<file path="src/hw/rtl/sca_ram.sv">
`default_nettype none

module sca_ram #(
   parameter int WIDTH = 8,
   parameter int DEPTH = 2
) (
   input  wire logic                     clock,
   input  wire logic                     wr_en,
   input  wire logic [$clog2(DEPTH)-1:0] wr_addr,
   input  wire logic [WIDTH-1:0]         wr_data,
   input  wire logic                     rd_en,
   input  wire logic [$clog2(DEPTH)-1:0] rd_addr,
   output logic      [WIDTH-1:0]         rd_data
);

   logic [WIDTH-1:0] mem_ff [DEPTH];

   // Single write port, registered read port.
   always_ff @(posedge clock) begin
      if (wr_en) begin
         mem_ff[wr_addr] <= wr_data;
      end
      if (rd_en) begin
         rd_data <= mem_ff[rd_addr];
      end
   end

endmodule

`default_nettype wire

</file>
<file path="config.mk">
export PLATFORM = sky130hd
export DESIGN_NAME = sca_ram
export DESIGN_NICKNAME = d
export VERILOG_FILES = /design/src/hw/rtl/sca_ram.sv
export SDC_FILE = /design/constraint.sdc
export NUM_CORES = 1
export LEC_CHECK = 0
export ABC_AREA = 1
export BUFFER_PORTS_ARGS = -buffer_cell sky130_fd_sc_hd__buf_4
export CAP_MARGIN = 0
export CORE_MARGIN = 4
export CORE_UTILIZATION = 45
export CTS_CLUSTER_DIAMETER = 120
export DETAILED_ROUTE_END_ITERATION = 10
export HOLD_SLACK_MARGIN = 0.02
export PLACE_DENSITY_LB_ADDON = 0.12
export SLEW_MARGIN = 30
export SYNTH_ARGS = -nofsm -noshare
export SYNTH_HDL_FRONTEND = slang
export SYNTH_SLANG_ARGS = --single-unit
</file>
<file path="constraint.sdc">
create_clock -name clock -period 2.09 [get_ports clock]
set_input_delay 0.1045 -clock clock [delete_from_list [all_inputs] [get_ports clock]]
set_output_delay 0.1045 -clock clock [all_outputs]
set_load 0.05 [all_outputs]
</file>
==> results_dict.tcl <==
set metrics [dict create \
    holdPathEnd "rd_data[3]" \
    setup_violations 0 \
    hp-start "rd_en" \
    dr_total_vias 464 \
    synth_fp_nets 67 \
    reg2reg_to "rd_data[6]" \
    finalSetupTns_ns 0 \
    syn-cell-area_um2 840.8 \
    relSlewSlack_pct 58.66 \
    ff2ff_path_depth 2 \
    crit_required_ns 1.99 \
    grt_start_max_net_pins 14 \
    via_per_inst 4.218 \
    grt_pass1_vias 460 \
    antenna_cells 0 \
    ctsLongestPathBuffers 2 \
    hold_path_depth 1 \
    syn_inst 54 \
    yosysSeqAreaShare_pct 85.71 \
    synth_seq_cells 24 \
    route.detailed.drc 0 \
    outcome "completed" \
    antenna_found_initial 0 \
    globalplace.congestion 0.6721 \
    groute.usage.overall_pct 10.50 \
    skew_ns 0.005426 \
    maxCapViolCount 0 \
    synth_top_area_share_pct 85.71 \
    crit_family "flip-flops" \
    synth.avg_cell_area_um2 15.57 \
    hold_viol_final 0 \
    routed_wirelength_mm 1.178 \
    finalWorstPathRequiredPeriod_ns 0.9865 \
    area_growth_pct 32.89 \
    worst_slack_ns 1.103 \
    max-vdd-ir-drop_v 0.0004380 \
    start_util_pct 48.17 \
    grt_pass1_wl_mm 1.918 \
    wl_per_cell_um 10.71 \
    critPathSlowestCell "edfxtp_1" \
    fin_total_pwr_mw 0.8850 \
    postCtsHoldBufs 8 \
    max_freq_ghz 1.014 \
    pwr_density_cell_mw_per_mm2 792.1 \
    post_cts_resized 0 \
    insertion_delay_ns 0.30 \
    tightest_slew_ns 0.6178 \
    cts.clk_slew.worst_paths_ns 0.12 \
    timing.hold.ws_ns 0.06010 \
    dr.pass1.iters 4 \
    io_pins 21 \
    drt_iter0_markers 6 \
    die_height_um 51.23 \
    rsz0062_at_grt "no" \
    startpoint "rd_data[2]" \
    reg2reg_slack_ns 1.33 \
    row_count 15 \
    die-area_mm2 0.002624 \
    drv_slew 0 \
    cts_tree "done" \
    cts_root_buf "clkbuf_4" \
    post-place-ws_ns 0.9915 \
    start_kind "register" \
    cts_setup_buffers 0 \
    end_kind "output pin" \
    hp-class "input pin to register" \
    synth_top_area_cell "edfxtp_1" \
    die_x_um 51.23 \
    nets 99 \
    drt.antenna.violating_nets 0 \
    cts_htree_levels 1 \
    cts.sinks 24 \
    worstPathMaxFanout 1 \
    finalCritPeriodShare_pct 47.20 \
    drive_gt1_share_pct 28.24 \
    coreArea_mm2 0.001745 \
    portBuffers 20 \
    cts_buffers 3 \
    ys_types 6 \
    cp.arrival_ns 0.88 \
    p_leak_nw 0.4667 \
    crit_buf_inv 1 \
    r2r_start "mem_ff[0][6]" \
    utilization_pct 64.01 \
    ys_warn_count 0 \
    dp_hpwl_um 821.6 \
    worst-setup-path-type "register to output pin" \
    crit_chain "buf_4" \
    grt.overflow.total 0 \
    fillCellCount 130 \
    cp_slowest_stage_delay_ns 0.38 \
    synthTopCellsByArea "edfxtp_1 86%, nand2_1 11%, buf_6 1.3%" \
]
[metrics by stage]
stage	area, µm²	cells
after CTS	1117	110
after floorplan	840.8	54
after detailed placement	1011	98
after global routing	1117	110
after global placement	1011	98
final	1117	110
[placed cells by master, fill, tap and decap left out, drive strengths merged]
master / instances
inv: 3
buf: 20
dlygate4sd3: 8
nor2: 1
clkbuf: 3
edfxtp: 24
clkinv: 1
nand2: 25
[where the power goes]
part | switching, mW | internal, mW | leakage, nW | total [mW]
Sequential | 0.00806 | 0.568 | 0.230 | 0.576
Clock | 0.125 | 0.0696 | 0.0154 | 0.195
Combinational | 0.0702 | 0.0444 | 0.222 | 0.115
Total | 0.203 | 0.682 | 0.467 | 0.885
[synth_stat cells]
library cell and count:
buf_6 1, edfxtp_1 24, inv_1 2, inv_2 1, nand2_1 25, nor2_1 1
[flip-flops by register name, indices dropped and copies added, names as in the netlist]
register and count:
mem_ff 16, rd_data 8
[worst max path at each step]
| stage | depth (start not counted) | to |
|---|---|---|
| floorplan | 2 | mem_ff[0][0] |
| global placement | 2 | mem_ff[0][3] |
| detailed placement | 2 | mem_ff[0][3] |
| CTS | 1 | rd_data[7] |
| global route | 1 | rd_data[7] |
| finish | 1 | rd_data[2] |
[cell type report]
cell class,count,area (µm²),share of cell area (%)
Multi-Input combinational cell,26,97.59,8.735
Clock buffer,3,22.52,2.016
Sequential cell,24,720.7,64.50
Tap cell,25,31.28,2.800
Clock inverter,1,3.754,0.3359
Timing Repair Buffer,28,230.2,20.60
Inverter,3,11.26,1.008
[per-layer routing]
layer,up-vias,share of wire (%),GRT usage [%]
met2,18,52,18.45
li1,243,-,-
met4,0,0.68,5.240
met5,-,0,0
met3,2,7.2,3.499
met1,201,40,11.18
[kinds of logic after synthesis]
family / Yosys count / synth area share (%)
buf+inv: 4 / 2.678
flops: 24 / 85.71
simple gates: 26 / 11.61
Power figures use the tool's default switching activity.
