--- config.mk ---
export PLATFORM = sky130hd
export DESIGN_NAME = sca_row_update
export DESIGN_NICKNAME = d
export VERILOG_FILES = /design/src/hw/rtl/sca_pkg.sv /design/src/hw/rtl/sca_row_update.sv
export SDC_FILE = /design/constraint.sdc
export NUM_CORES = 1
export LEC_CHECK = 0
export BUFFER_PORTS_ARGS = -buffer_cell sky130_fd_sc_hd__buf_2
export CAP_MARGIN = 20
export CORE_AREA = 2 2 165 167
export DETAILED_ROUTE_END_ITERATION = 8
export DIE_AREA = 0 0 167 169
export GPL_ROUTABILITY_DRIVEN = 1
export PLACE_DENSITY = 0.52
export SYNTH_ARGS = -nofsm -noshare
export SYNTH_HDL_FRONTEND = slang
export SYNTH_SLANG_ARGS = --single-unit
--- constraint.sdc ---
create_clock -name vclk -period 4.4
set_clock_uncertainty 0.2 [all_clocks]
set_input_delay 0.88 -clock vclk [all_inputs]
set_output_delay 0.88 -clock vclk [all_outputs]
set_load 0.05 [all_outputs]
--- src/hw/rtl/sca_pkg.sv ---
`default_nettype none

package sca_pkg;

   // Defaults for the top-level parameters.
   localparam int WAYS_DEF      = 8;
   localparam int SET_COUNT_DEF = 128;
   localparam int TAG_BITS_DEF  = 13;

   // Fixed field layout of the request and response words.
   localparam int ADDR_W      = 25;
   localparam int CMD_W       = 2;
   localparam int OUT_WAY_W   = 3;
   localparam int OFF_W       = 5;
   localparam int SET_LSB     = 5;
   localparam int SET_FIELD_W = 7;
   localparam int TAG_LSB     = 12;
   localparam int TAG_FIELD_W = 13;
   localparam int LINE_W      = ADDR_W - OFF_W;

   // Replacement counters.
   localparam int AGE_W = 3;
   localparam logic [AGE_W-1:0] AGE_TOP = 3'h7;

   // Widest way index, tag and set index over the parameter ranges.
   localparam int WAY_IDX_W = 4;
   localparam int MAX_TAG_W = 32;
   localparam int MAX_SET_W = 12;

   // Command codes.
   localparam logic [CMD_W-1:0] CMD_PROBE = 2'd0;
   localparam logic [CMD_W-1:0] CMD_FILL  = 2'd1;
   localparam logic [CMD_W-1:0] CMD_WRITE = 2'd2;
   localparam logic [CMD_W-1:0] CMD_FLUSH = 2'd3;

   // One response word.
   typedef struct packed {
      logic                 hit;
      logic [OUT_WAY_W-1:0] way;
      logic                 writeback_valid;
      logic [ADDR_W-1:0]    writeback_addr;
      logic                 fill_valid;
      logic [ADDR_W-1:0]    fill_addr;
      logic                 last_result;
   } rsp_type;

   // Status of the way scan: accumulated results and the way under the pointer.
   typedef struct packed {
      logic                 hit_found;
      logic [WAY_IDX_W-1:0] hit_way;
      logic                 inv_found;
      logic [WAY_IDX_W-1:0] inv_way;
      logic [WAY_IDX_W-1:0] best_way;
      logic                 cur_dirty;
      logic                 cur_last;
      logic [ADDR_W-1:0]    cur_line_addr;
      logic                 any_dirty;
   } scan_res_type;

   // Line address built from a stored tag and a set index, offset bits zero.
   function automatic logic [ADDR_W-1:0] line_addr(input logic [MAX_TAG_W-1:0] tag_in,
                                                   input logic [MAX_SET_W-1:0] set_in);
      line_addr = {tag_in[TAG_FIELD_W-1:0], set_in[SET_FIELD_W-1:0], {OFF_W{1'b0}}};
   endfunction

endpackage

`default_nettype wire

--- src/hw/rtl/sca_row_update.sv ---
`default_nettype none

module sca_row_update import sca_pkg::*; #(
   parameter int WAYS      = WAYS_DEF,
   parameter int SET_COUNT = SET_COUNT_DEF,
   parameter int TAG_BITS  = TAG_BITS_DEF
) (
   input  wire logic [WAYS-1:0][TAG_BITS+AGE_W+1:0] row,
   input  wire logic [CMD_W-1:0]                    cmd,
   input  wire logic [TAG_BITS-1:0]                 tag,
   input  wire logic [$clog2(SET_COUNT)-1:0]        set_idx,
   input  wire logic [LINE_W-1:0]                   line,
   input  scan_res_type                             sr,
   output logic      [WAYS-1:0][TAG_BITS+AGE_W+1:0] new_row,
   output rsp_type                                  rsp
);

   localparam int WayW = $clog2(WAYS);

   typedef struct packed {
      logic                valid;
      logic                dirty;
      logic [TAG_BITS-1:0] tag;
      logic [AGE_W-1:0]    age;
   } entry_type;

   entry_type       ent;
   entry_type       old;
   logic [WayW-1:0] victim;
   logic [WayW-1:0] use_way;
   logic            touch_en;
   logic            install;
   logic            set_dirty;
   logic            clear_dirty;

   // Decode the command into actions on the set.
   always_comb begin
      victim      = sr.inv_found ? WayW'(sr.inv_way) : WayW'(sr.best_way);
      use_way     = victim;
      touch_en    = 1'b0;
      install     = 1'b0;
      set_dirty   = 1'b0;
      clear_dirty = 1'b0;
      case (cmd)
         CMD_PROBE: begin
            if (sr.hit_found) begin
               use_way  = WayW'(sr.hit_way);
               touch_en = 1'b1;
            end
         end
         CMD_FILL: begin
            touch_en = 1'b1;
            install  = 1'b1;
         end
         CMD_WRITE: begin
            touch_en  = 1'b1;
            set_dirty = 1'b1;
            if (sr.hit_found) begin
               use_way = WayW'(sr.hit_way);
            end else begin
               install = 1'b1;
            end
         end
         CMD_FLUSH: begin
            clear_dirty = 1'b1;
         end
         default: begin
            clear_dirty = 1'b0;
         end
      endcase
   end

   // New contents of the set: counters, install and dirty marks.
   always_comb begin
      for (int i = 0; i < WAYS; i++) begin
         ent = entry_type'(row[i]);
         if (touch_en) begin
            if (WayW'(i) == use_way) begin
               ent.age = AGE_TOP;
            end else if (ent.age != '0) begin
               ent.age = ent.age - AGE_W'(1);
            end
         end
         if (install && (WayW'(i) == use_way)) begin
            ent.valid = 1'b1;
            ent.dirty = 1'b0;
            ent.tag   = tag;
         end
         if (set_dirty && (WayW'(i) == use_way)) begin
            ent.dirty = 1'b1;
         end
         if (clear_dirty) begin
            ent.dirty = 1'b0;
         end
         new_row[i] = ent;
      end
   end

   // Response word; a dirty victim is reported with its old line address.
   always_comb begin
      old             = entry_type'(row[use_way]);
      rsp             = '0;
      rsp.last_result = 1'b1;
      rsp.hit         = touch_en && !install;
      if (touch_en) begin
         rsp.way = OUT_WAY_W'(use_way);
      end
      if (install) begin
         rsp.writeback_valid = old.dirty;
         if (old.dirty) begin
            rsp.writeback_addr = line_addr(MAX_TAG_W'(old.tag), MAX_SET_W'(set_idx));
         end
         rsp.fill_valid = 1'b1;
         rsp.fill_addr  = {line, {OFF_W{1'b0}}};
      end
   end

endmodule

`default_nettype wire

==> results.ini <==
[detailed_routing]
dr_wl_met2_um = 14600
drt-met1-wl_um = 12700
met3_length_um = 2070
viasPerCell = 4.87
drt_iter0_markers = 393
ant_nets = 0
wl_um = 29700
dr.pass1.iters = 6
topRoutingLayerUsed = met5
wire_per_inst_um = 21.7
drc = 0
vias = 6657

[power_and_ir_drop]
power.density_nw_per_um2 = 167
p_leak_nw = 3.85
peakVddDrop_v = 0.000104
power_frac_seq_pct = 0
clkPwrFrac_pct = 0
internal_power_mw = 0.393
combPwrFrac_pct = 100.0
switching_share_pct = 69.1
p_switching_mw = 0.879

[logic_synthesis]
synth_area_leaders = mux2_2 (19%), a21oi_1 (8.5%), ha_1 (7.2%)
netlist-cell-type-count = 60
netlist.area_leader.share_pct = 19.3
yosys.area.top_type = mux2_2
synth_area_um2 = 4840
ys_warn_count = 0
synth-seq-area-share_pct = 0
synth_area_per_cell_um2 = 7.75
syn_inst = 625

[critical_path]
critPathKind = in2out
crit_fanout = 7
crit_path_max_incr_delay_ns = 0.42
crit_path_end_kind = primary output
worstSetupStartpointType = input pin
worstPathArrival_ns = 3.21
cp_cell_sequence = buf_2, inv_1, ha_1, o21ai_4, mux2i_4, buf_4, o21ai_2, nor2_4, buf_4, mux2_2, buf_2
crit_family = buffers and inverters
required_ns = 3.32
slowest_stage = mux2i_4
cp_num_buf_inv = 5

[grt]
grt_pass1_vias = 6471
grt_pass1_wl_um = 42400
grt_overflow_total = 0
grt_max_degree = 34
antenna_found_initial = 3
grt_usage_pct = 19.6

[sta]
period_share_pct = 97.5
slew_headroom_pct = 59.6
rsz0062_at_grt = false
setup_viol = 0
hold_violations = 0
worst_pin_slew_ns = 0.599
hold_slack_ns = 1.92
drv_slew = 0
period_minus_slack_ns = 4.29
fin_setup_tns_ns = 0
fmax_mhz = 233

[die]
io_pins = 429
start_util_pct = 18.3
die-area_um2 = 28200
fp-row-count = 60
die_w_um = 167
die_h_um = 169
core_um2 = 26500

[place]
place_inst = 1363
dpl.hpwl_um = 24900
gp_congestion = 0.887
numPortBuffers = 387
dpl_cell_area_um2 = 7530

[final_layout]
fin_util_pct = 28.7
stdcell_count = 1368
nFlopsAndLatches = 0
finalNetCount = 1284
fin_area_um2 = 7600
fillers = 2919
multi_input_comb_area_um2 = 4320
final_common_cell = buf_2
layout.clock_buffers = 0
drive_gt1_share_pct = 58.6
mostFrequentLayoutCells = buf_2 (379), a21oi_1 (82), mux2_2 (82)
seqCellArea_um2 = 0
area_delta_synth_final_pct = 57.0

[run_status]
status = completed

[job]
maxCapViolations = 0

[clock_tree]
ctsHoldBuffers = 0

[worst_hold_path]
hold_class = in2out

## cell families after synthesis
group                    share of synthesized area (%)
buffers and inverters                             12.3
other                                            0.155
AND/OR/NAND/NOR                                   14.6
multiplexers                                      30.3
adder cells (fa/ha/maj)                           7.23
AO/OA/AOI/OAI                                     35.4
## cell type report
class                      count  area share (%)
multi-input combinational    522            56.8
tap                          341            5.61
inverter                      50            2.47
timing repair buffer         454            35.1
antenna                        1          0.0329
## routing by layer
layer | track usage (%) | vias to the layer above
li1 | - | 3131
met1 | 25.3 | 3176
met2 | 35.4 | 332
met3 | 3.37 | 16
met4 | 1.46 | 2
met5 | 0 | -
## worst min-delay path, delay by kind of cell
kind                   cells  cell delay, ns
buffers and inverters      2            0.31
and+or+nand+nor            1            0.05
## cell usage after synthesis, drive strengths merged, types with 6 or more instances
cell     number
a2bb2oi      10
o21ai        42
ha           28
or2          11
nand2         6
nand4         7
a21o          9
a21oi        87
nor2b        13
and2         21
a22oi        10
buf          46
a2111oi       8
mux2i        21
nor3b        10
o21bai       28
a211oi       14
inv          50
clkbuf       16
mux2        105
nor2         20
o2111ai      15
## path summary, 6_finish.rpt
path              startpoint      endpoint  depth (start not counted)
setup / recovery      cmd[0]  new_row[135]                         11
hold / removal        cmd[0]       rsp[56]                          3
## through the flow
stage          worst slack, ns  power (mW)
3_5_place_dp            0.0300        1.27
4_1_cts                 0.0224        1.27
6_report                 0.110        1.27
2_1_floorplan           0.0941       0.852
5_1_grt                0.00217        1.35
3_3_place_gp            0.0226        1.26
## what timing repair did
item / in CTS / in global routing
resized for setup: 0 / 11
setup endpoints to repair: 0 / 17
setup buffers: 0 / 4
## power groups by stage
stage / Clock [mW] / Combinational (mW) / Sequential, mW
after floorplan: 0 / 0.852 / 0
after global placement: 0 / 1.26 / 0
after detailed placement: 0 / 1.27 / 0
after CTS: 0 / 1.27 / 0
after global routing: 0.0000000304 / 1.35 / 0
final: 0.0000000304 / 1.27 / 0
(Power assumes the default switching activity.)
