==> src/hw/rtl/sca_pkg.sv <==
`default_nettype none

package sca_pkg;

   // Defaults for the top-level parameters.
   localparam int WAYS_DEF      = 8;
   localparam int SET_COUNT_DEF = 128;
   localparam int TAG_BITS_DEF  = 13;

   // Fixed field layout of the request and response words.
   localparam int ADDR_W      = 25;
   localparam int CMD_W       = 2;
   localparam int OUT_WAY_W   = 3;
   localparam int OFF_W       = 5;
   localparam int SET_LSB     = 5;
   localparam int SET_FIELD_W = 7;
   localparam int TAG_LSB     = 12;
   localparam int TAG_FIELD_W = 13;
   localparam int LINE_W      = ADDR_W - OFF_W;

   // Replacement counters.
   localparam int AGE_W = 3;
   localparam logic [AGE_W-1:0] AGE_TOP = 3'h7;

   // Widest way index, tag and set index over the parameter ranges.
   localparam int WAY_IDX_W = 4;
   localparam int MAX_TAG_W = 32;
   localparam int MAX_SET_W = 12;

   // Command codes.
   localparam logic [CMD_W-1:0] CMD_PROBE = 2'd0;
   localparam logic [CMD_W-1:0] CMD_FILL  = 2'd1;
   localparam logic [CMD_W-1:0] CMD_WRITE = 2'd2;
   localparam logic [CMD_W-1:0] CMD_FLUSH = 2'd3;

   // One response word.
   typedef struct packed {
      logic                 hit;
      logic [OUT_WAY_W-1:0] way;
      logic                 writeback_valid;
      logic [ADDR_W-1:0]    writeback_addr;
      logic                 fill_valid;
      logic [ADDR_W-1:0]    fill_addr;
      logic                 last_result;
   } rsp_type;

   // Status of the way scan: accumulated results and the way under the pointer.
   typedef struct packed {
      logic                 hit_found;
      logic [WAY_IDX_W-1:0] hit_way;
      logic                 inv_found;
      logic [WAY_IDX_W-1:0] inv_way;
      logic [WAY_IDX_W-1:0] best_way;
      logic                 cur_dirty;
      logic                 cur_last;
      logic [ADDR_W-1:0]    cur_line_addr;
      logic                 any_dirty;
   } scan_res_type;

   // Line address built from a stored tag and a set index, offset bits zero.
   function automatic logic [ADDR_W-1:0] line_addr(input logic [MAX_TAG_W-1:0] tag_in,
                                                   input logic [MAX_SET_W-1:0] set_in);
      line_addr = {tag_in[TAG_FIELD_W-1:0], set_in[SET_FIELD_W-1:0], {OFF_W{1'b0}}};
   endfunction

endpackage

`default_nettype wire

==> src/hw/rtl/sca_way_scan.sv <==
`default_nettype none

module sca_way_scan import sca_pkg::*; #(
   parameter int WAYS      = WAYS_DEF,
   parameter int SET_COUNT = SET_COUNT_DEF,
   parameter int TAG_BITS  = TAG_BITS_DEF
) (
   input  wire logic                                  clock,
   input  wire logic                                  start,
   input  wire logic                                  step,
   input  wire logic [$clog2(WAYS)-1:0]               idx,
   input  wire logic [TAG_BITS-1:0]                   tag,
   input  wire logic [$clog2(SET_COUNT)-1:0]          set_idx,
   input  wire logic [WAYS-1:0][TAG_BITS+AGE_W+1:0]   row,
   output scan_res_type                               res
);

   localparam int WayW     = $clog2(WAYS);
   localparam int DirtyBit = TAG_BITS + AGE_W;

   typedef struct packed {
      logic                valid;
      logic                dirty;
      logic [TAG_BITS-1:0] tag;
      logic [AGE_W-1:0]    age;
   } entry_type;

   entry_type        cur;
   logic             match;
   logic [WAYS-1:0]  dirty_vec;
   logic [WAYS-1:0]  above_vec;

   logic             hit_found_ff, hit_found_in;
   logic [WayW-1:0]  hit_way_ff, hit_way_in;
   logic             inv_found_ff, inv_found_in;
   logic [WayW-1:0]  inv_way_ff, inv_way_in;
   logic [WayW-1:0]  best_way_ff, best_way_in;
   logic [AGE_W-1:0] best_age_ff, best_age_in;

   // The way under the pointer and per-way dirty status.
   always_comb begin
      cur   = entry_type'(row[idx]);
      match = cur.valid && (cur.tag == tag);
      for (int i = 0; i < WAYS; i++) begin
         dirty_vec[i] = row[i][DirtyBit];
         above_vec[i] = (WayW'(i) > idx);
      end
   end

   // One way per step: first hit, first invalid way, first lowest counter.
   always_comb begin
      hit_found_in = hit_found_ff;
      hit_way_in   = hit_way_ff;
      inv_found_in = inv_found_ff;
      inv_way_in   = inv_way_ff;
      best_way_in  = best_way_ff;
      best_age_in  = best_age_ff;
      if (start) begin
         hit_found_in = 1'b0;
         hit_way_in   = '0;
         inv_found_in = 1'b0;
         inv_way_in   = '0;
         best_way_in  = '0;
         best_age_in  = '0;
      end else if (step) begin
         if (match && !hit_found_ff) begin
            hit_found_in = 1'b1;
            hit_way_in   = idx;
         end
         if (!cur.valid && !inv_found_ff) begin
            inv_found_in = 1'b1;
            inv_way_in   = idx;
         end
         if ((idx == '0) || (cur.age < best_age_ff)) begin
            best_way_in = idx;
            best_age_in = cur.age;
         end
      end
   end

   always_ff @(posedge clock) begin
      hit_found_ff <= hit_found_in;
      hit_way_ff   <= hit_way_in;
      inv_found_ff <= inv_found_in;
      inv_way_ff   <= inv_way_in;
      best_way_ff  <= best_way_in;
      best_age_ff  <= best_age_in;
   end

   // Status toward the sequencer.
   always_comb begin
      res.hit_found     = hit_found_ff;
      res.hit_way       = WAY_IDX_W'(hit_way_ff);
      res.inv_found     = inv_found_ff;
      res.inv_way       = WAY_IDX_W'(inv_way_ff);
      res.best_way      = WAY_IDX_W'(best_way_ff);
      res.cur_dirty     = cur.dirty;
      res.cur_last      = ~|(dirty_vec & above_vec);
      res.cur_line_addr = line_addr(MAX_TAG_W'(cur.tag), MAX_SET_W'(set_idx));
      res.any_dirty     = |dirty_vec;
   end

endmodule

`default_nettype wire

==> config.mk <==
export PLATFORM = sky130hd
export DESIGN_NAME = sca_way_scan
export DESIGN_NICKNAME = d
export VERILOG_FILES = /design/src/hw/rtl/sca_pkg.sv /design/src/hw/rtl/sca_way_scan.sv
export SDC_FILE = /design/constraint.sdc
export NUM_CORES = 1
export LEC_CHECK = 0
export ABC_CLOCK_PERIOD_IN_PS = 8300
export BUFFER_PORTS_ARGS = -buffer_cell sky130_fd_sc_hd__buf_2
export CAP_MARGIN = 20
export CORE_MARGIN = 2
export CORE_UTILIZATION = 25
export DETAILED_ROUTE_END_ITERATION = 8
export GPL_ROUTABILITY_DRIVEN = 1
export SLEW_MARGIN = 20
export SYNTH_ARGS = -nofsm -noshare
export SYNTH_HDL_FRONTEND = slang
export SYNTH_SLANG_ARGS = --single-unit
==> constraint.sdc <==
create_clock -name clock -period 8.3 [get_ports clock]
set_clock_uncertainty 0.15 [all_clocks]
set_input_delay 0.83 -clock clock [delete_from_list [all_inputs] [get_ports clock]]
set_output_delay 0.83 -clock clock [all_outputs]
set_load 0.01 [all_outputs]
==> summary.md, run 1 <==
| Metric | Value |
|---|---|
| Status | finished clean |
| Actual slew at the worst max-slew pin | a little over 0.9 ns |
| Inst Count DP | 526 |
| Slowest cell on the critical path | buf_4 |
| Rows | 35 |
| CP Capture Point | res[16] |
| Post-CTS sizing | 0 |
| Count of final setup violators | 0 |
| Core ar. | between 9000 and 10000 um^2 |
| Clk_lat worst skew | between 0.2 and 0.25 ns |
| CP startpoint | idx[1] |
| Die ar. | 10100 um^2 |
| Worst flop-to-flop path startpoint | hit_found_ff |
| Net Sw Power | 103.2 uW |
| Max Used Layer | met4 |
| Startpoint Class | input port |
| Pin count of the biggest net entering global routing | 64 |
| HP Class | flip-flop to flip-flop |
| CTS tree | yes |
| Max Clk Rate | 280.8 MHz |
| Netlist cell types | 48 |
| Worst Path Max Fanout | 63 |
| Top_reg_cell synth | dfxtp_1 |
| Rel. slew slack | 37.70% |
| Yosys reg bits | 14 |
| Cell count along the critical path | 4 |
| Antenna Violating Nets Remaining | 0 |
| Crit-path cells | buf_4, mux4_2, mux2_2, buf_2 |
| R2r endpoint | hit_way_ff[2] |
| Fin Setup TNS | 0 ns |
| Post-DP HPWL | 6620 um |
| GRT Util Overall | between 10% and 20% |
| Area Overhead vs Synth | 34.34% |
| Congestion Overflow GR | 0 |
| Async set-reset flop share out of synthesis | 0% |
| Metal-1 WL | 3158 um |
| Kind of cell adding the most delay to the critical path | multiplexers |
| Metal3 WL | 398 um |
| First-pass GRT wire length | 11850 um |
| Tcrit/Tclk final | 42.91% |
| Final nets | 592 |
| Initial DRC Count | 82 |
| Minimum clock period | 3.561 ns |
| Htree depth | 1 |
| EDFF count, synth | 0 |
| Setup CP Type | input port to output pin |
| VDD IR max | 0.03708 mV |
| R2R Setup Slk | approximately 6.4 ns |
| Max incr delay on CP | 0.68 ns |
| Initial antenna violation count | 0 |
| Count of pins over their slew limit | 0 |
| IO Pins | 212 |
| DR WL met2 | 4066 um |
| Most common cell after layout, fill and taps aside | buf_2 |
| Worst Path Required | 7.32 ns |
| Vias per inst | 4.752 |
| Clock tree sinks | 14 |
| Mapped cell area | 2328 um^2 |
| Vias in the first global route | 2512 |
| CTS Buf Count | 3 |
| Root buf cell | clkbuf_8 |
| Syn_area_per_cell | just under 9 um^2 |
| Logic pwr share | 55.9% |
| Worst R2R Path Depth | 6 |
| Final Hold Violating Endpoints | 0 |
| Most frequent cells in the layout | buf_2, mux2i_1, nor2_1 |
| Max Cap Violations | 0 |
| Post-CTS setup buffer count | 0 |
| Worst hold slack | 0.3195 ns |
| Vias | 2514 |
| Clock share of power | 18.4% |
| Cells after synthesis | 265 |
| Internal power | 188.3 uW |
| Layout cells sized above 1 | 52.15% |
| Switching part of the total power | 35.41% |
| Synth Warn # | 0 |
| Clock Path Buffers | 2 |
| Pwr Density | between 90 and 100 nW/um^2 |
| Data arrival time of the critical path | 2.58 ns |
| Worst setup EP type | output pin |
| Initial Util | roughly a quarter |
| Die width | slightly above 100 um |
| Worst Path Buf+Inv | 2 |
| CTS clk-pin slew, worst paths | 0.05 ns |
| Wirelength per Cell | 14.49 um |
| # DRC | 0 |
| Unrepaired setup endpoints after global routing | no |
| Detailed Routing Iterations Pass 1 | 4 |
| Die Ht | 100.5 um |
| Port Buffer Count | 189 |
| Register share of total power | 25.7% |
| Sequential area share after synthesis | around an eighth |
| Final wirelength | ~7700 um |
| Post-CTS Hold Buffers | 0 |
| Routability cong. | 0.8489 |
| Fillers | 1009 |
| Static Leak | 0.001607 uW |
| Antenna Cells | 0 |
| Final Non-Filler Cells | 529 |
## final cells by class
type                       instances  area [um^2]  area share (%)
inverter                          11        41.29           1.320
multi-input combinational        201         1678           53.64
timing repair buffer             189        948.4           30.32
sequential                        14        280.3           8.960
tap                              111        138.9           4.440
clock buffer                       3        41.29           1.320
## worst min path at each step
stage / start / depth (start not counted) / end / slack (ns)
3_5_place_dp: best_age_ff[1] / 2 / best_age_ff[1] / 0.32
3_3_place_gp: best_age_ff[1] / 2 / best_age_ff[1] / 0.30
2_1_floorplan: best_age_ff[1] / 2 / best_age_ff[1] / 0.29
6_report: best_age_ff[1] / 2 / best_age_ff[1] / 0.32
4_1_cts: best_age_ff[1] / 2 / best_age_ff[1] / 0.32
5_1_grt: best_age_ff[1] / 2 / best_age_ff[1] / 0.34
## per-layer routing
layer  GRT usage [%]  vias to the layer above
met5               0                        -
met4           2.002                        0
met3           2.843                        6
met2           27.10                       94
met1           17.93                     1157
li1                -                     1257
## flip-flops by register name, indices dropped and copies added, names as in the netlist
register / cells
best_age_ff: 3
best_way_ff: 3
hit_way_ff: 3
inv_way_ff: 3
hit_found_ff: 1
inv_found_ff: 1
## kinds of logic (layout without fill, tap and decap cells)
family | after synthesis | in the layout | share of synthesized area (%)
flip-flops | 14 | 14 | 12.04
buffers and inverters | 57 | 203 | 17.03
other | 1 | 8 | 0.1610
AO/OA/AOI/OAI | 52 | 52 | 14.72
adder cells (fa/ha/maj) | 2 | 2 | 1.075
XOR/XNOR | 6 | 6 | 2.257
multiplexers | 62 | 62 | 36.06
AND/OR/NAND/NOR | 71 | 71 | 16.66
## Yosys cell counts (3+ instances only)
master,number,share of area (%)
inv_1,10,1.6
o21ai_0,5,1.1
and3_1,3,0.81
nand2_1,16,2.6
a22oi_1,7,2.3
mux4_2,16,15
nand4_1,4,1.1
a21oi_1,14,3.0
buf_6,5,2.4
mux2_1,3,1.5
nor3_1,7,1.5
o21a_1,3,0.97
a22o_1,10,3.8
nor2_1,20,3.2
nor2b_1,3,0.81
nor4b_2,3,1.9
o22ai_1,4,1.1
xor2_1,4,1.5
o21ai_1,4,0.86
dfxtp_1,14,12
buf_2,3,0.64
buf_4,33,11
mux2i_1,40,17
## power by group through the flow
stage               clock network, uW  registers, uW  logic [uW]
floorplan                           0           76.9         118
global placement                    0           76.1         163
detailed placement                  0           76.3         165
CTS                              56.1           74.9         165
global route                     59.6           75.3         182
finish                           53.7           74.9         163
## through the flow
step	area, um^2	setup slack (ns)	utilization (%)	power, uW
finish	3128	4.739	34.18	291.6
detailed placement	3087	4.515	33.73	241.3
CTS	3128	4.735	34.18	296.3
floorplan	2355	4.790	-	195.1
global route	3128	4.517	34.18	316.9
global placement	3087	4.651	33.73	238.7
## worst min-delay path, cell delays in order, from the launching register on
cell	delay (ns)
dfxtp_1	0.29
inv_1	0.07
a211oi_1	0.06
Power figures use the tool's default switching activity.
==> run 2: changes to the inputs <==
Settings changed: ABC_AREA set to 1, ABC_CLOCK_PERIOD_IN_PS 8300 to 3450.
Clock period 8.3 ns to 3.45 ns, I/O delays scaled along.
==> run 2 against run 1 <==
- cell area up 20%
- sequential share of layout area down 1.5 points
- total power grew to 2.9 times the previous value
- highest routed layer unchanged
- critical path type is now input port to flip-flop
- via count grew 49%
- first-iteration DRC count rose to 2.7 times the previous value
- non-clock buffer count is 5 higher
- sequential cell count unchanged
- worst hold slack worse by 0.16 ns
- clock power increased to 3.9 times the previous value
- sequential power is 150% higher
- combinational power increased to 2.7 times the previous value
==> summary.md, run 2 <==
| Metric | Value |
|---|---|
| Status | finished clean |
| Vias | 3742 |
| Most common cell after layout, fill and taps aside | nand2_1 |
| Worst Path Required | 3.43 ns |
| Top_reg_cell synth | dfxtp_1 |
| Async set-reset flop share out of synthesis | 0% |
| Layout cells sized above 1 | ~29% |
| Mapped cell area | 2909 um^2 |
| CTS tree | yes |
| Rows | 39 |
| Count of pins over their slew limit | 0 |
| Initial Util | 25.59% |
| Post-synth top cells | nand2_1, inv_1, nand3_1 |
| Routability cong. | 0.8601 |
| M3 GR Usage | 2.613% |
| Crit-path cells | buf_2, buf_4, nor2_8, o21a_1, o21ai_0, nand3_1, ha_1, a21oi_1, nand2_1, nand2_2, nand3_1, nand2_1, nor2_1 |
| EDFF count, synth | 0 |
| Largest cells by area after synthesis | nand2_1, inv_1, nand3_1 |
| Most common cell in the netlist | nand2_1 |
| Synth area leader | nand2_1 |
| Clock tree sinks | 14 |
| Sequential area share after synthesis | between 9 and 10% |
| Kind of cell adding the most delay to the critical path | simple AND/OR/NAND/NOR gates |
| Tcrit/Tclk final | 68.72% |
| Grt met2 use | between 30% and 40% |
| Slowest cell on the critical path | nor2_8 |
| Fin Setup TNS | 0 ns |
| Final wirelength | 10410 um |
| Max Clk Rate | 421.8 MHz |
| Final nets | 910 |
| Synth Warn # | 0 |
| Detailed Routing Iterations Pass 1 | 4 |
| Cells after synthesis | 590 |
| Placed cell area | approximately 3700 um^2 |
| Minimum clock period | 2.371 ns |
| Antenna Cells | 0 |
| Clk_lat worst skew | 0.24 ns |
| Post-CTS Hold Buffers | 0 |
| Die ar. | between 10000 and 15000 um^2 |
| Netlist cell types | 29 |
| Gr busiest metal | met2 |
| Vias in the first global route | between 3000 and 4000 |
| Final Hold Violating Endpoints | 0 |
| Die Ht | 111.9 um |
| Pin count of the biggest net entering global routing | 85 |
| Post-CTS sizing | 0 |
| Port Buffer Count | 189 |
| VDD IR max | 0.2671 mV |
| Final Non-Filler Cells | 879 |
| Htree depth | 1 |
| Antenna Violating Nets Remaining | 0 |
| IO Pins | around 210 |
| Vias per inst | between 4 and 5 |
| Setup CP Type | input port to flip-flop |
| Syn_area_per_cell | 4.931 um^2 |
| Yosys reg bits | 14 |
| # DRC | 0 |
| Most frequent cells in the layout | nand2_1, buf_2, inv_1 |
| Pwr Density | approximately 220 nW/um^2 |
| Die width | 111.9 um |
| Startpoint Class | input port |
| Max Cap Violations | 0 |
| Wirelength per Cell | between 10 and 15 um |
| Met1 usage | roughly 20% |
| Congestion Overflow GR | 0 |
| Count of final setup violators | 0 |
| Share of the synthesized area in the top cell type | between 20% and 30% |
| Unrepaired setup endpoints after global routing | no |
| Max incr delay on CP | approximately 0.31 ns |
| Post-DP HPWL | 8318 um |
| Root buf cell | clkbuf_16 |
| Post-CTS setup buffer count | 0 |
| Static Leak | 0.002468 uW |
| Data arrival time of the critical path | about 2.4 ns |
| Worst Path Max Fanout | 18 |
| GRT Util Overall | 16.21% |
| Initial antenna violation count | 0 |
| Clock Path Buffers | 2 |
| Final design utilization | 33.07% |
| Worst Path Buf+Inv | 2 |
| CTS Buf Count | 3 |
| Final instance area | 3760 um^2 |
| First-pass GRT wire length | 16800 um |
| Inst Count DP | 876 |
| Worst setup EP type | flip-flop |
| Dpl ws | 0.8151 ns |
| Area Overhead vs Synth | 29.25% |
| Final worst slack | 1.079 ns |
| HP Class | input port to flip-flop |
| Core ar. | about 11000 um^2 |
| CTS clk-pin slew, worst paths | 0.04 ns |
| Initial DRC Count | 224 |
| Fillers | 1347 |
==> run 2: cell types whose count changed in the layout (fill, tap and decap cells not counted), moves of 8 or more <==
cell / delta
a22o_1: -10
inv_1: +94
inv_2: +14
mux2i_1: -40
mux4_2: -16
nand2_1: +190
nand3_1: +66
nor2_1: +31
o21ai_0: +11
o21ai_1: +8
==> run 2: power breakdown <==
| part | leakage [uW] | switching [uW] | internal [uW] | total, uW |
|---|---|---|---|---|
| Sequential | 0.000115 | 7.63 | 178 | 186 |
| Clock | 0.0000370 | 57.5 | 151 | 208 |
| Combinational | 0.00232 | 260 | 188 | 447 |
==> run 2: path summary, 6_finish.rpt <==
check | from | end | slack [ns] | cells after the start
hold / removal | start | inv_found_ff | 0.16 | 2
setup reg to reg | best_age_ff[2] | best_way_ff[1] | 1.92 | 8
hold reg to reg | best_way_ff[2] | best_way_ff[2] | 0.33 | 2
setup / recovery | idx[1] | best_way_ff[1] | 1.08 | 13
==> run 2: logic make-up (layout without fill, tap and decap cells) <==
kind of cell | Yosys count | count (layout) | share of synthesized area [%]
compound gates | 56 | 56 | 10.41
fa+ha+maj | 2 | 2 | 0.8601
simple gates | 338 | 338 | 48.30
other cells | 1 | 8 | 0.1289
flops | 14 | 14 | 9.634
buf+inv | 179 | 318 | 30.67
==> run 2: per-stage QoR <==
| stage | hold slack (ns) | power, uW |
|---|---|---|
| 2_1_floorplan | 0.2641 | 515.9 |
| 3_3_place_gp | 0.3134 | 641.9 |
| 3_5_place_dp | 0.3220 | 641.7 |
| 4_1_cts | 0.1489 | 856.1 |
| 5_1_grt | 0.1595 | 925.3 |
| 6_report | 0.1551 | 841.5 |
==> run 2: cell type report <==
class	instances	area, um^2	area share [%]
multi-input combinational	404	1763	46.89
timing repair buffer	194	1008	26.82
sequential	14	280.3	7.454
clock buffer	3	75.07	1.997
inverter	121	454.2	12.08
tap	143	178.9	4.759
==> run 2: per-layer routing <==
layer	part of all wire [%]	up-vias	wire (um)
met1	43	1554	4456
met4	1.2	0	127
met5	0	-	0
met2	48	151	5040
li1	-	2025	-
met3	7.6	12	788
==> run 3: changes to the inputs <==
Settings changed: ABC_CLOCK_PERIOD_IN_PS 3450 to 2150.
Clock period 3.45 ns to 2.15 ns, I/O delays scaled along.
==> run 3 against run 2 <==
- non-clock buffer count grew 23
- count of clock-buffer cells in the layout rose by 1
- clock power increased by 87%
- critical endpoint is now best_age_ff[1]
==> summary.md, run 3 (synthesis gave the netlist of run 2 again) <==
| Metric | Value |
|---|---|
| Clock Path Buffers | 2 |
| Minimum clock period | 1.941 ns |
| GRT Util Overall | about 17% |
| Pin count of the biggest net entering global routing | 42 |
| Antenna Violating Nets Remaining | 0 |
| Max Cap Violations | 0 |
| CTS tree | yes |
| # DRC | 0 |
| Data arrival time of the critical path | 1.92 ns |
| Tcrit/Tclk final | approximately nine tenths |
| Area Overhead vs Synth | 38.06% |
| CTS Buf Count | 3 |
| Worst Path Required | 2.13 ns |
| Static Leak | between 0.002 and 0.003 uW |
| Slowest cell on the critical path | ha_1 |
| Setup CP Type | input port to flip-flop |
| Port Buffer Count | 189 |
| Min-delay src | start |
| Worst setup EP type | flip-flop |
| Startpoint Class | input port |
| Die width | roughly 110 um |
| CP startpoint | idx[0] |
| Detailed Routing Iterations Pass 1 | 4 |
| VDD IR max | roughly 0.24 mV |
| Die ar. | 12510 um^2 |
| Max Clk Rate | 515.3 MHz |
| Antenna Cells | 0 |
| Die Ht | 111.9 um |
| Kind of cell adding the most delay to the critical path | simple AND/OR/NAND/NOR gates |
| Core ar. | around 11000 um^2 |
| Max incr delay on CP | 0.32 ns |
| Count of pins over their slew limit | 0 |
| Dpl ws | -0.06480 ns |
| Vias in the first global route | 3706 |
| Crit-path cells | buf_2, inv_2, buf_12, o21ai_0, o22ai_1, nand2_1, nand3_1, ha_1, a21oi_1, nand2_1, nand2_4, nand3_1, nand2_1, nor2_1 |
| Vias | 3816 |
| Status | finished clean |
| IO Pins | between 200 and 250 |
| First-pass GRT wire length | 17090 um |
| Final Hold Violating Endpoints | 0 |
| Clk_lat worst skew | 0.24 ns |
| Post-CTS Hold Buffers | 0 |
| Routability cong. | around 0.8 |
| Initial Util | 25.59% |
| Crit-path most repeated cell | nand2_1 |
| Layout cells sized above 1 | 31.58% |
| Congestion Overflow GR | 0 |
| Unrepaired setup endpoints after global routing | no |
| Initial DRC Count | 181 |
| Final worst slack | 0.2093 ns |
| HP Class | input port to flip-flop |
| Worst Path Max Fanout | 17 |
| Most frequent cells in the layout | nand2_1, buf_2, inv_1 |
| Pwr Density | 366.1 nW/um^2 |
| Fin Setup TNS | 0 ns |
| Clock tree sinks | 14 |
| CTS clk-pin slew, worst paths | 0.05 ns |
| Final wirelength | 10740 um |
| Worst Path Buf+Inv | 3 |
| Most common cell after layout, fill and taps aside | nand2_1 |
| Vias per inst | 4.226 |
| Htree depth | 1 |
| Final nets | slightly above 900 |
| Rows | 39 |
| Wirelength per Cell | 11.89 um |
| Post-DP HPWL | 9028 um |
| Count of final setup violators | 0 |
| Worst flop-to-flop path startpoint | best_age_ff[2] |
| Root buf cell | clkbuf_16 |
| Initial antenna violation count | 0 |
## run 3: changes by cell type in the layout (fill, tap and decap cells not counted), sizes merged
cell    previous run  this run
buf              194       217
clkbuf             3         4
## run 3: final cells by class
cell class	count	area, um^2
Multi-Input combinational cell	404	1768
Sequential cell	14	280.3
Tap cell	143	178.9
Inverter	121	456.7
Fill cell	1331	7353
Clock buffer	4	88.84
Timing Repair Buffer	217	1244
## run 3: final timing paths
check | end | slack [ns] | cells after the start
hold / removal | hit_found_ff | 0.02 | 2
setup / recovery | best_age_ff[1] | 0.21 | 14
hold reg to reg | hit_found_ff | 0.32 | 2
setup reg to reg | best_age_ff[1] | 0.64 | 8
## run 3: per-stage QoR
stage | hold WS, ns | instances | total power, uW | area, um^2 | utilization [%]
6_report | 0.02009 | 903 | 1470 | 4016 | 35.33
5_1_grt | 0.02144 | 903 | 1601 | 4016 | 35.33
4_1_cts | 0.01909 | 903 | 1483 | 4009 | 35.26
3_5_place_dp | 0.2732 | 899 | 1089 | 3920 | 34.48
3_3_place_gp | 0.2742 | 899 | 1088 | 3920 | 34.48
2_1_floorplan | 0.1341 | 597 | 827.8 | 2935 | -
## run 3: repair_timing
action | 4_1_cts | 5_1_grt
resized for setup | 0 | 2
setup buffers | 0 | 0
setup endpoints to repair | 0 | 7
## run 3: report_power, final
group	switching (uW)	internal [uW]
Combinational	432	351
Sequential	13.1	286
Clock	107	282
## run 3: per-layer routing
metal	vias up	track usage (%)	wire length (um)
met5	-	0	0
met4	0	3.292	121
met3	12	2.395	791
met2	150	31.52	5328
met1	1581	19.56	4494
li1	2073	-	-
